File: src/tcc_pkg.sv
package tcc_pkg;

   typedef enum logic [1:0] {
      KIND_START = 2'd0,
      KIND_POINT = 2'd1,
      KIND_AFFINE = 2'd2,
      KIND_NONE = 2'd3
   } kind_type;

   typedef enum logic [1:0] {
      ROW_CONST = 2'd0,
      ROW_BLUE = 2'd1,
      ROW_GREEN = 2'd2,
      ROW_RED = 2'd3
   } row_type;

   typedef enum logic [3:0] {
      ST_IDLE,
      ST_DIST,
      ST_SUM,
      ST_LOG,
      ST_ULG,
      ST_ULN,
      ST_WMUL,
      ST_ACC,
      ST_FIN,
      ST_OUT
   } state_type;

   typedef struct packed {
      logic load;
      logic sqr;
      logic sum;
      logic lg;
      logic ulg;
      logic uln;
      logic wmul;
      logic acc;
      logic fin;
      logic out_load;
   } cmd_type;

   localparam int unsigned LN2_Q16 = 45426;
   localparam int S_W = 18;
   localparam int P_W = 5;

   // log2(1 + i/2^tb) in q16 by repeated squaring in q30
   function automatic logic [15:0] mant_log2(input int unsigned idx, input int tb);
      logic [63:0] m;
      logic [15:0] res;
      m = (64'(1 << tb) + 64'(idx)) << (30 - tb);
      res = '0;
      for (int k = 0; k < 16; k++) begin
         m = (m * m) >> 30;
         res = {res[14:0], 1'b0};
         if (m >= 64'h8000_0000) begin
            res[0] = 1'b1;
            m = m >> 1;
         end
      end
      return res;
   endfunction

endpackage

File: src/tcc_ctrl.sv
module tcc_ctrl
   import tcc_pkg::*;
(
   input  logic clock,
   input  logic reset,
   input  logic req_valid,
   output logic req_ready,
   input  logic [1:0] req_kind,
   input  logic [1:0] req_affine_row,
   input  logic rsp_valid,
   input  logic rsp_ready,
   output cmd_type cmd
);
   state_type state_ff, state_in;
   logic fire;

   // results leave through the output register; wait only if it is still full at finish
   assign req_ready = (state_ff == ST_IDLE);
   assign fire = req_valid && req_ready;

   always_comb begin
      state_in = state_ff;
      unique case (state_ff)
         ST_IDLE: begin
            if (fire) begin
               priority case (kind_type'(req_kind))
                  KIND_POINT: state_in = ST_DIST;
                  KIND_AFFINE: state_in = ST_WMUL;
                  default: state_in = ST_IDLE;
               endcase
            end
         end
         ST_DIST: state_in = ST_SUM;
         ST_SUM: state_in = ST_LOG;
         ST_LOG: state_in = ST_ULG;
         ST_ULG: state_in = ST_ULN;
         ST_ULN: state_in = ST_WMUL;
         ST_WMUL: state_in = ST_ACC;
         ST_ACC: state_in = ST_FIN;
         ST_FIN: state_in = ST_OUT;
         ST_OUT: if (!rsp_valid || rsp_ready) state_in = ST_IDLE;
         default: state_in = ST_IDLE;
      endcase
   end

   always_comb begin
      cmd = '0;
      unique case (state_ff)
         ST_IDLE: cmd.load = fire;
         ST_DIST: cmd.sqr = 1'b1;
         ST_SUM: cmd.sum = 1'b1;
         ST_LOG: cmd.lg = 1'b1;
         ST_ULG: cmd.ulg = 1'b1;
         ST_ULN: cmd.uln = 1'b1;
         ST_WMUL: cmd.wmul = 1'b1;
         ST_ACC: cmd.acc = 1'b1;
         ST_FIN: cmd.fin = 1'b1;
         ST_OUT: cmd.out_load = !rsp_valid || rsp_ready;
         default: cmd = '0;
      endcase
   end

   // after accumulate, only the finishing affine row continues to output
   state_type state_gated;
   logic is_last_ff, is_last_in;
   always_comb begin
      is_last_in = is_last_ff;
      if (fire) is_last_in = (req_kind == KIND_AFFINE) && (req_affine_row == ROW_RED);
   end

   always_comb begin
      state_gated = state_in;
      if (state_ff == ST_ACC && !is_last_ff) state_gated = ST_IDLE;
   end

   always_ff @(posedge clock) begin
      if (reset) begin
         state_ff <= ST_IDLE;
         is_last_ff <= 1'b0;
      end else begin
         state_ff <= state_gated;
         is_last_ff <= is_last_in;
      end
   end
endmodule

File: config.mk
export PLATFORM = sky130hd
export DESIGN_NAME = tcc_ctrl
export DESIGN_NICKNAME = d
export VERILOG_FILES = /design/src/tcc_pkg.sv /design/src/tcc_ctrl.sv
export SDC_FILE = /design/constraint.sdc
export NUM_CORES = 1
export LEC_CHECK = 0
export BUFFER_PORTS_ARGS = -buffer_cell sky130_fd_sc_hd__buf_2
export CORE_AREA = 2 2 39 41
export CTS_BUF_LIST = sky130_fd_sc_hd__clkbuf_8
export CTS_CLUSTER_DIAMETER = 50
export CTS_CLUSTER_SIZE = 20
export DETAILED_ROUTE_END_ITERATION = 8
export DIE_AREA = 0 0 41 43
export GPL_TIMING_DRIVEN = 0
export PLACE_DENSITY = 0.56
export SETUP_SLACK_MARGIN = 0.5
export SKIP_CTS_REPAIR_TIMING = 1
export SYNTH_ARGS = -nofsm -noshare
export SYNTH_HDL_FRONTEND = slang
export SYNTH_SLANG_ARGS = --single-unit
File: constraint.sdc
create_clock -name clock -period 5.1 [get_ports clock]
set_clock_uncertainty 0.1 [all_clocks]
set_input_delay 0.51 -clock clock [delete_from_list [all_inputs] [get_ports clock]]
set_output_delay 0.51 -clock clock [all_outputs]
set_load 0.01 [all_outputs]
* Word-level counts from Yosys, hierarchy flattened *
Cells that the tools add are included.

storage, ports and cells
  bits in registers = 5
  RAM bits = 0
  memories = 0
  bits of input ports = 9
  bits in latches = 0
  ROM bits = 0

cells by class
  order comparisons = 0
  reduce and logical (&&, ||, !) cells = 9
  shift operators = 0
  eq/ne operators = 14
  multiplexer cells = 14
  divide/modulo/power cells = 0
  $mul = 0
  add/subtract/negate cells = 0
  bitwise logic cells = 0

operators with widths
  operator                                                         count
  4-bit one-hot mux with 10 select lines                           1
  4-bit by 3-bit == test with 1-bit output, second input constant  4
  1-bit two-way mux                                                10
  4-bit by 2-bit == test with 1-bit output, second input constant  2
  4-bit == test, second input constant                             2
  4-bit two-way mux                                                2
  3-bit one-hot mux with 2 select lines                            1
  2-bit == test, second input constant                             2
  4-bit by 1-bit == test with 1-bit output, second input constant  1
  4-bit zero test                                                  1
  1-bit logical AND                                                3
  2-bit by 1-bit == test with 1-bit output, second input constant  1
  1-bit zero test                                                  2
  2-bit by 1-bit != test with 1-bit output, second input constant  1
  2-bit != test, second input constant                             1
  2-bit AND reduction                                              1
  2-bit OR reduction                                               1
  1-bit logical OR                                                 1

* Logic depth before layout (Yosys ltp) *
Gate-level depths: netlist of run 1.

  depth after elaboration = 4
  gate-level depth with buffers = 4
  mapped depth without buffers = 3

* Least setup slack after synthesis of run 1 *
No wires, ideal clock.

  kind = reg-to-output
  start point = register state_ff[3]
  end point = output port cmd[9] in the netlist's numbering
  stages on the path, launching flop included = 5
  slack = 3338 ps
  arrival = 1152 ps
  cells stage by stage = dfxtp_1 -> buf_6 -> or4_4 -> nor2_1 -> buf_4

RTL lines
  element                   RTL line        source
  start: declaration        tcc_ctrl.sv:14  state_type state_ff, state_in;
  start signal: assignment  tcc_ctrl.sv:81  state_ff <= state_gated;
  end: declaration          tcc_ctrl.sv:12  output cmd_type cmd

==> flow_metrics.env, run 1 <==
export IMPL_grt_pass1_wl_um=1297
export IMPL_finalSetupViolations=0
export IMPL_hp_class="flop to flop"
export IMPL_fin_nets=85
export IMPL_synth_seq_cells=5
export IMPL_start_kind="flop"
export IMPL_power_frac_comb=0.277
export IMPL_drt_iter0_drc=2
export IMPL_multi_input_area_um2=245.2
export IMPL_synth_top_cell_by_area="dfxtp_1"
export IMPL_post_synth_top_count_cell="nor3_1"
export IMPL_cts_tree="done"
export IMPL_layout_setup_ws_ps=2980
export IMPL_status="completed"
export IMPL_ys_types=27
export IMPL_cp_end_kind="primary output"
export IMPL_clockBufferDepth=2
export IMPL_synth_top_cell_area_share=0.2589
export IMPL_layout_drive_gt1_share=0.3467
export IMPL_final_area_um2=546.8
export IMPL_hold_ws_ps=370.2
export IMPL_pre_cts_slack_ps=3211
export IMPL_fin_crit_ps=2120
export IMPL_crit_arrival_ps=1510
export IMPL_p_clk_frac=0.444
export IMPL_synthFlopType="dfxtp_1"
export IMPL_place_port_buffers=19
export IMPL_area_growth_pct=41.42
export IMPL_drc_errors=0
export IMPL_async_flop_share=0
export IMPL_max_cap_violations=0
export IMPL_synth_warning_count=0
export IMPL_die_area_um2=1763
export IMPL_synth_nets=61
export IMPL_finalCritPeriodShare=0.4157
export IMPL_finalHoldViolCount=0
export IMPL_io_pins=20
export IMPL_clkLatencyLatePin_ps=220
export IMPL_fmax_ghz=0.4717
export IMPL_regArea_um2=100.1
export IMPL_antenna_found_initial=0
export IMPL_cts_sinks=5
export IMPL_power_switching_mw=0.04441
export IMPL_cts_made_buffers=3
export IMPL_ir_drop_mv=0.1034
export IMPL_dp_hpwl_um=711.6
export IMPL_grtUsageTotal=0.1071
export IMPL_start_util=0.2794
export IMPL_postRouteAntennaNets=0
export IMPL_cp_required_ps=4490
export IMPL_avgSynthCellArea_um2=7.435
export IMPL_ys_seq_area_frac=0.2589
export IMPL_vias_per_cell=4.780
export IMPL_power_density_nw_per_um2=290.1
export IMPL_grt_max_degree=11
export IMPL_routabilityCongestion=0.6901
export IMPL_routed_wirelength_um=933
export IMPL_grt_pass1_vias=339
export IMPL_synthTopCellsByArea="dfxtp_1 26%, nor3_1 9.1%, nand2b_1 8.1%"
export IMPL_leakage_nw=0.2624
export IMPL_power_mw=0.1586
export IMPL_finalMaxSlewViolations=0
export IMPL_worstMarginPinSlew_ps=615.1
export IMPL_netlist_area_um2=386.6
export IMPL_antenna_cells=0
export IMPL_core_um2=1384
export IMPL_seqPwrFrac=0.279
export IMPL_wl_per_cell_um=10.25
export IMPL_slew_limit_headroom=0.5793
export IMPL_dpl_cell_area_um2=501.7
export IMPL_grt_setup_unrepaired="false"
export IMPL_fillers=151
export IMPL_crit_fanout=10
export IMPL_switching_share=0.2800
export IMPL_rows=14
export IMPL_syn_inst=52
export IMPL_die_y_um=43
export IMPL_vias=435
export IMPL_grt_overflow_total=0
export IMPL_synth_edff_count=0
export IMPL_yosys_top_cells_count="7 x nor3_1, 5 x dfxtp_1, 5 x nand2b_1, 4 x nor2_1"
export IMPL_die_w_um=41
export IMPL_internal_power_mw=0.1142
export IMPL_htree_levels=1
export IMPL_root_buffer="clkbuf_8"
export IMPL_clk_pin_slew_ps=40
export IMPL_path_class="flop to primary output"
export IMPL_finalSetupTns_ps=0
export IMPL_drtPass1Iterations=4
==> per-stage QoR <==
| stage | utilization | std cells |
|---|---|---|
| floorplan | - | 52 |
| global placement | 0.3626 | 87 |
| detailed placement | 0.3626 | 87 |
| CTS | 0.3951 | 91 |
| global route | 0.3951 | 91 |
| finish | 0.3951 | 91 |
==> worst max-delay path: stages, from the launching register on <==
cell and delay [ps]:
dfxtp_1 300, buf_6 130, or4_4 540, nor2_1 100
buf_4 100, buf_2 110
==> logic make-up after synthesis <==
family,after synthesis,share of synthesized area
AOI/OAI and AO/OA,11,0.2007
DFF,5,0.2589
xor gates and xnor gates,1,0.02266
and+or+nand+nor,27,0.4110
buffers and inverters,8,0.1068
==> cell type report <==
type | instances | share of cell area
Multi-Input combinational cell | 39 | 0.4485
Sequential cell | 5 | 0.1831
Timing Repair Buffer | 19 | 0.1739
Clock buffer | 3 | 0.07551
Buffer | 5 | 0.05492
Tap cell | 16 | 0.03661
Inverter | 3 | 0.02059
Clock inverter | 1 | 0.006865
==> final timing paths <==
path	from	end	slack [ps]	depth (start not counted)
max	state_ff[3]$_SDFFE_PP0P_	cmd[9]	2980	5
min	is_last_ff$_SDFFE_PP0P_	is_last_ff$_SDFFE_PP0P_	370	2
max reg2reg	state_ff[2]$_SDFFE_PP0P_	state_ff[1]$_SDFFE_PP0P_	3280	4
min reg2reg	is_last_ff$_SDFFE_PP0P_	is_last_ff$_SDFFE_PP0P_	370	2
==> layer usage <==
layer | global-route usage | up-vias | wire length [um] | part of all wire
li1 | - | 228 | - | -
met1 | 0.1433 | 194 | 458 | 0.49
met2 | 0.1563 | 11 | 407 | 0.44
met3 | 0.03141 | 2 | 57 | 0.061
met4 | 0.04000 | 0 | 9 | 0.0096
met5 | 0 | - | 0 | 0
==> registers in the layout, summed over array words and instances (netlist names) <==
name        cells
is_last_ff      1
state_ff        4
==> power by group through the flow <==
stage / Combinational [mW] / Sequential [mW] / Clock [mW]
CTS: 0.0442 / 0.0442 / 0.0721
floorplan: 0.0305 / 0.0443 / 0
global route: 0.0490 / 0.0444 / 0.0744
detailed placement: 0.0441 / 0.0448 / 0
global placement: 0.0440 / 0.0447 / 0
finish: 0.0439 / 0.0442 / 0.0705
==> cells in the final DEF (no fill, tap or decap), types with 2 or more instances in the layout <==
cell	instances
nor2_1	4
nand2b_1	5
inv_1	4
buf_2	19
dfxtp_1	5
nor3_1	7
clkbuf_1	3
nand2_1	2
o21ai_0	2
clkbuf_8	3
a21oi_1	2
o21a_1	2
(Power assumes the default switching activity.)
==> run 2: changes to the inputs <==
--- a/config.mk
+++ b/config.mk
@@ -13,7 +13,7 @@
 export DETAILED_ROUTE_END_ITERATION = 8
 export DIE_AREA = 0 0 41 43
 export GPL_TIMING_DRIVEN = 0
-export PLACE_DENSITY = 0.56
+export PLACE_DENSITY = 0.58
 export SETUP_SLACK_MARGIN = 0.5
 export SKIP_CTS_REPAIR_TIMING = 1
 export SYNTH_ARGS = -nofsm -noshare
==> constraint.sdc (replaced) <==
create_clock -name clock -period 1.9 [get_ports clock]
set_clock_uncertainty 0.1 [all_clocks]
set_input_delay 0.19 -clock clock [delete_from_list [all_inputs] [get_ports clock]]
set_output_delay 0.19 -clock clock [all_outputs]
set_load 0.01 [all_outputs]
==> run 2 against run 1 <==
Compared with the run above:
- setup slack got worse by 2800 ps
- sequential cell count unchanged
- highest routed layer unchanged
- hold slack got worse by 310 ps
- clock power rose to 2.8 times the previous value
- critical path type unchanged
- cell count up 12%
- non-clock buffer count up 11
- clock-buffer cell count stayed put
- largest cell class unchanged
- first-iteration DRC count grew 100%
==> flow_metrics.env, run 2 (same netlist as run 1, synthesis figures left out) <==
export IMPL_core_um2=1384
export IMPL_holdPathStages=2
export IMPL_clkLatencyLatePin_ps=220
export IMPL_grt_setup_unrepaired="true"
export IMPL_area_growth_pct=92.88
export IMPL_grt_max_degree=11
export IMPL_grtUsageTotal=0.1334
export IMPL_cp_slowest_cell="or4_4"
export IMPL_crit_chain="buf_6, or4_4, nor2_2, buf_4, buf_6"
export IMPL_routabilityCongestion=0.7172
export IMPL_die_y_um=43
export IMPL_clockBufferDepth=2
export IMPL_final_cell_mix="16 x buf_2, 10 x buf_4, 7 x buf_6"
export IMPL_cpMostUsedCell="buf_6"
export IMPL_slowest_delay_ps=520
export IMPL_slew_limit_headroom=0.6785
export IMPL_max_cap_violations=0
export IMPL_cp_end_kind="primary output"
export IMPL_start_kind="flop"
export IMPL_cp_depth=5
export IMPL_routed_wirelength_um=1176
export IMPL_power_frac_comb=0.364
export IMPL_postRouteAntennaNets=0
export IMPL_cts_tree="done"
export IMPL_fmax_ghz=0.5660
export IMPL_switching_share=0.2966
export IMPL_vias=500
export IMPL_leakage_nw=0.3611
export IMPL_place_port_buffers=19
export IMPL_wl_per_cell_um=11.53
export IMPL_clk_pin_slew_ps=40
export IMPL_cp_required_ps=1610
export IMPL_path_class="flop to primary output"
export IMPL_io_pins=20
export IMPL_reg_top3="state_ff (4), is_last_ff (1)"
export IMPL_largest_register="state_ff"
export IMPL_antenna_cells=0
export IMPL_finalMaxSlewViolations=0
export IMPL_internal_power_mw=0.3529
export IMPL_finalSetupViolations=0
export IMPL_drt_iter0_drc=4
export IMPL_antenna_found_initial=0
export IMPL_grt_overflow_total=0
export IMPL_drc_errors=0
export IMPL_die_w_um=41
export IMPL_root_buffer="clkbuf_8"
export IMPL_grt_pass1_wl_um=1538
export IMPL_crit_arrival_ps=1480
export IMPL_start_util=0.2794
export IMPL_layout_drive_gt1_share=0.6860
export IMPL_power_switching_mw=0.1488
export IMPL_finalCritPeriodShare=0.9300
export IMPL_hp_class="primary input to flop"
export IMPL_largest_register_ffs=4
export IMPL_crit_fanout=4
export IMPL_power_density_nw_per_um2=672.8
export IMPL_status="completed"
export IMPL_worstMarginPinSlew_ps=481.1
export IMPL_utilization=0.5389
export IMPL_dp_hpwl_um=720.2
export IMPL_cts_sinks=5
export IMPL_ir_drop_mv=0.2939
export IMPL_fin_crit_ps=1767
export IMPL_htree_levels=1
export IMPL_seqPwrFrac=0.245
export IMPL_path_delay_family="simple AND/OR/NAND/NOR gates"
export IMPL_p_clk_frac=0.391
export IMPL_cts_made_buffers=3
export IMPL_vias_per_cell=4.902
export IMPL_fin_nets=96
export IMPL_path_buf_inv=3
export IMPL_finalSetupTns_ps=0
export IMPL_final_common_cell="buf_2"
export IMPL_finalHoldViolCount=0
export IMPL_drtPass1Iterations=4
export IMPL_die_area_um2=1763
export IMPL_reg2regPathDepth=5
export IMPL_grt_pass1_vias=367
export IMPL_rows=14
[run 2: layer usage]
layer	track usage	part of all wire
met1	0.1763	0.41
met2	0.1688	0.52
met3	0.03141	0.049
met4	0.1200	0.022
met5	0	0
[run 2: per-stage QoR]
stage | total power, mW | worst slack [ps] | area [um2] | std cells | hold WS, ps
floorplan | 0.2009 | 333.4 | 386.6 | 52 | 159.1
global placement | 0.2378 | 130.4 | 501.7 | 87 | 284.7
detailed placement | 0.2395 | 94.95 | 501.7 | 87 | 287.2
CTS | 0.4365 | 72.47 | 546.8 | 91 | 53.85
global route | 0.5315 | 78.07 | 745.7 | 102 | 62.40
finish | 0.5017 | 133.1 | 745.7 | 102 | 59.40
[run 2: final timing paths]
check / start / endpoint / slack [ps]
setup reg to reg: state_ff[3]$_SDFFE_PP0P_ / state_ff[1]$_SDFFE_PP0P_ / 230
hold / removal: reset / is_last_ff$_SDFFE_PP0P_ / 60
hold reg to reg: is_last_ff$_SDFFE_PP0P_ / is_last_ff$_SDFFE_PP0P_ / 410
setup / recovery: state_ff[3]$_SDFFE_PP0P_ / cmd[9] / 130
[run 2: cell type report]
type | instances | area, um2
fill | 140 | 638.1
multi-input combinational | 39 | 319.1
timing repair buffer | 30 | 197.7
sequential | 5 | 103.9
buffer | 5 | 48.80
clock buffer | 3 | 41.29
tap | 16 | 20.02
inverter | 3 | 11.26
clock inverter | 1 | 3.754
[run 2: power by group through the flow]
stage | logic, mW | registers (mW) | clock network [mW]
after floorplan | 0.0821 | 0.119 | 0
after CTS | 0.119 | 0.119 | 0.198
after global placement | 0.117 | 0.120 | 0
after detailed placement | 0.119 | 0.120 | 0
final | 0.183 | 0.123 | 0.196
after global routing | 0.201 | 0.124 | 0.207
==> run 3: changes to the inputs <==
--- a/config.mk
+++ b/config.mk
@@ -5,6 +5,7 @@
 export SDC_FILE = /design/constraint.sdc
 export NUM_CORES = 1
 export LEC_CHECK = 0
+export ABC_AREA = 1
 export BUFFER_PORTS_ARGS = -buffer_cell sky130_fd_sc_hd__buf_2
 export CORE_AREA = 2 2 39 41
 export CTS_BUF_LIST = sky130_fd_sc_hd__clkbuf_8
@@ -13,7 +14,7 @@
 export DETAILED_ROUTE_END_ITERATION = 8
 export DIE_AREA = 0 0 41 43
 export GPL_TIMING_DRIVEN = 0
-export PLACE_DENSITY = 0.58
+export PLACE_DENSITY = 0.59
 export SETUP_SLACK_MARGIN = 0.5
 export SKIP_CTS_REPAIR_TIMING = 1
 export SYNTH_ARGS = -nofsm -noshare
==> run 3 against run 2 <==
Compared with the run above:
- cell area is 11% lower
- setup slack better by 340 ps
- synthesized cell count is 23% higher
- critical endpoint unchanged
- largest cell class unchanged
==> flow_metrics.env, run 3 <==
export IMPL_grt_pass1_wl_um=1483
export IMPL_grtUsageTotal=0.1226
export IMPL_largest_register="state_ff"
export IMPL_place_port_buffers=19
export IMPL_fin_crit_ps=1422
export IMPL_wl_per_cell_um=8.791
export IMPL_drc_errors=0
export IMPL_cp_required_ps=1610
export IMPL_ys_seq_area_frac=0.2564
export IMPL_power_mw=0.5386
export IMPL_syn_inst=64
export IMPL_synthFlopType="dfxtp_1"
export IMPL_dp_hpwl_um=774.7
export IMPL_power_density_nw_per_um2=807.6
export IMPL_reg2regPathDepth=8
export IMPL_largest_register_ffs=4
export IMPL_leakage_nw=0.3567
export IMPL_clkLatencyLatePin_ps=220
export IMPL_final_area_um2=666.9
export IMPL_cts_tree="done"
export IMPL_finalSetupViolations=0
export IMPL_synth_top_cell_by_area="dfxtp_1"
export IMPL_cts_sinks=5
export IMPL_synth_top_cell_area_share=0.2564
export IMPL_avgSynthCellArea_um2=6.100
export IMPL_area_growth_pct=70.83
export IMPL_die_area_um2=1763
export IMPL_netlist_area_um2=390.4
export IMPL_hold_ws_ps=146.1
export IMPL_max_cap_violations=0
export IMPL_cts_made_buffers=3
export IMPL_hp_class="primary input to flop"
export IMPL_antenna_found_initial=0
export IMPL_die_y_um=43
export IMPL_final_cell_mix="18 x buf_2, 11 x inv_1, 10 x nand2_1, 10 x nor2_1, 7 x buf_4"
export IMPL_synth_nets=73
export IMPL_slew_limit_headroom=0.7663
export IMPL_dpl_cell_area_um2=505.5
export IMPL_final_common_cell="buf_2"
export IMPL_path_class="flop to primary output"
export IMPL_start_util=0.2821
export IMPL_finalMaxSlewViolations=0
export IMPL_status="completed"
export IMPL_reg_top3="state_ff (4), is_last_ff (1)"
export IMPL_cp_end_kind="primary output"
export IMPL_rows=14
export IMPL_min_to="is_last_ff$_SDFFE_PP0P_"
export IMPL_synthTopCellsByArea="dfxtp_1 26%, nor2_1 15%, inv_1 12%"
export IMPL_async_flop_share=0
export IMPL_finalHoldViolCount=0
export IMPL_hp_start="reset"
export IMPL_routed_wirelength_um=967
export IMPL_grt_max_degree=7
export IMPL_drt_iter0_drc=3
export IMPL_postRouteAntennaNets=0
export IMPL_fin_nets=104
export IMPL_synth_warning_count=0
export IMPL_routabilityCongestion=0.7381
export IMPL_antenna_cells=0
export IMPL_post_synth_top_count_cell="nor2_1"
export IMPL_synth_seq_cells=5
export IMPL_grt_pass1_vias=418
export IMPL_drtPass1Iterations=2
export IMPL_start_kind="flop"
export IMPL_holdPathStages=4
export IMPL_reg2reg_slack_ps=630
export IMPL_vias_per_cell=4.373
export IMPL_fillers=141
export IMPL_crit_arrival_ps=1130
export IMPL_fmax_ghz=0.7031
export IMPL_crit_fanout=4
export IMPL_finalSetupTns_ps=0
export IMPL_worstMarginPinSlew_ps=348.5
export IMPL_clk_pin_slew_ps=40
export IMPL_synth_edff_count=0
export IMPL_htree_levels=1
export IMPL_ir_drop_mv=0.3486
export IMPL_io_pins=20
export IMPL_finalCritPeriodShare=0.7486
export IMPL_grt_overflow_total=0
export IMPL_clockBufferDepth=2
export IMPL_core_um2=1384
export IMPL_ys_types=17
export IMPL_r2r_end="state_ff[0]$_SDFFE_PP0P_"
export IMPL_grt_setup_unrepaired="true"
export IMPL_die_w_um=41
export IMPL_vias=481
export IMPL_root_buffer="clkbuf_8"
export IMPL_yosys_top_cells_count="16 x nor2_1, 12 x inv_1, 10 x nand2_1, 5 x dfxtp_1, 4 x a21oi_1"
export IMPL_layout_drive_gt1_share=0.5532
export IMPL_r2r_start="state_ff[2]$_SDFFE_PP0P_"
==> run 3: stage by stage <==
stage,std cells,util,setup slack [ps]
CTS,103,0.3978,302.5
finish,110,0.4819,477.7
detailed placement,99,0.3653,538.4
floorplan,64,-,710.5
global route,110,0.4819,438.6
global placement,99,0.3653,544.9
==> run 3: power breakdown <==
group | leakage, nW | internal [mW] | switching [mW]
clock network | 0.0269 | 0.138 | 0.0492
registers | 0.0435 | 0.120 | 0.0189
logic | 0.286 | 0.104 | 0.109
==> run 3: area by class of cell <==
| type | instances | area [um2] | share of cell area |
|---|---|---|---|
| timing repair buffer | 26 | 153.9 | 0.2308 |
| tap | 16 | 20.02 | 0.03002 |
| multi-input combinational | 46 | 279.0 | 0.4184 |
| buffer | 1 | 11.26 | 0.01689 |
| sequential | 5 | 112.6 | 0.1689 |
| inverter | 12 | 45.04 | 0.06754 |
| clock inverter | 1 | 3.754 | 0.005629 |
| clock buffer | 3 | 41.29 | 0.06191 |
==> run 3: routing by layer <==
| metal | GRT usage | part of all wire |
|---|---|---|
| met5 | 0 | 0 |
| met2 | 0.1906 | 0.51 |
| met4 | 0.06000 | 0 |
| met3 | 0.04712 | 0.040 |
| met1 | 0.1387 | 0.44 |
==> run 3: cells by family (layout without fill, tap and decap cells) <==
family	Yosys count	count (layout)	share of synthesized area
AO/OA/AOI/OAI	7	7	0.1154
flip-flops	5	5	0.2564
AND/OR/NAND/NOR	39	39	0.4936
buffers and inverters	13	43	0.1346
==> run 3: how the worst max path moves through the flow <==
stage / start / end / slack (ps) / cells after the start
CTS: state_ff[0]$_SDFFE_PP0P_ / cmd[9] / 300 / 5
global placement: state_ff[0]$_SDFFE_PP0P_ / cmd[9] / 540 / 5
floorplan: state_ff[3]$_SDFFE_PP0P_ / cmd[0] / 710 / 2
global route: state_ff[2]$_SDFFE_PP0P_ / cmd[9] / 440 / 5
finish: state_ff[2]$_SDFFE_PP0P_ / cmd[9] / 480 / 5
detailed placement: state_ff[0]$_SDFFE_PP0P_ / cmd[9] / 540 / 5
==> run 3: critical path, cell delays in order (launching register included) <==
cell     delay [ps]
dfxtp_4         360
nor2_4          150
nand2_4          80
nor2_4          130
buf_6           100
buf_6            80
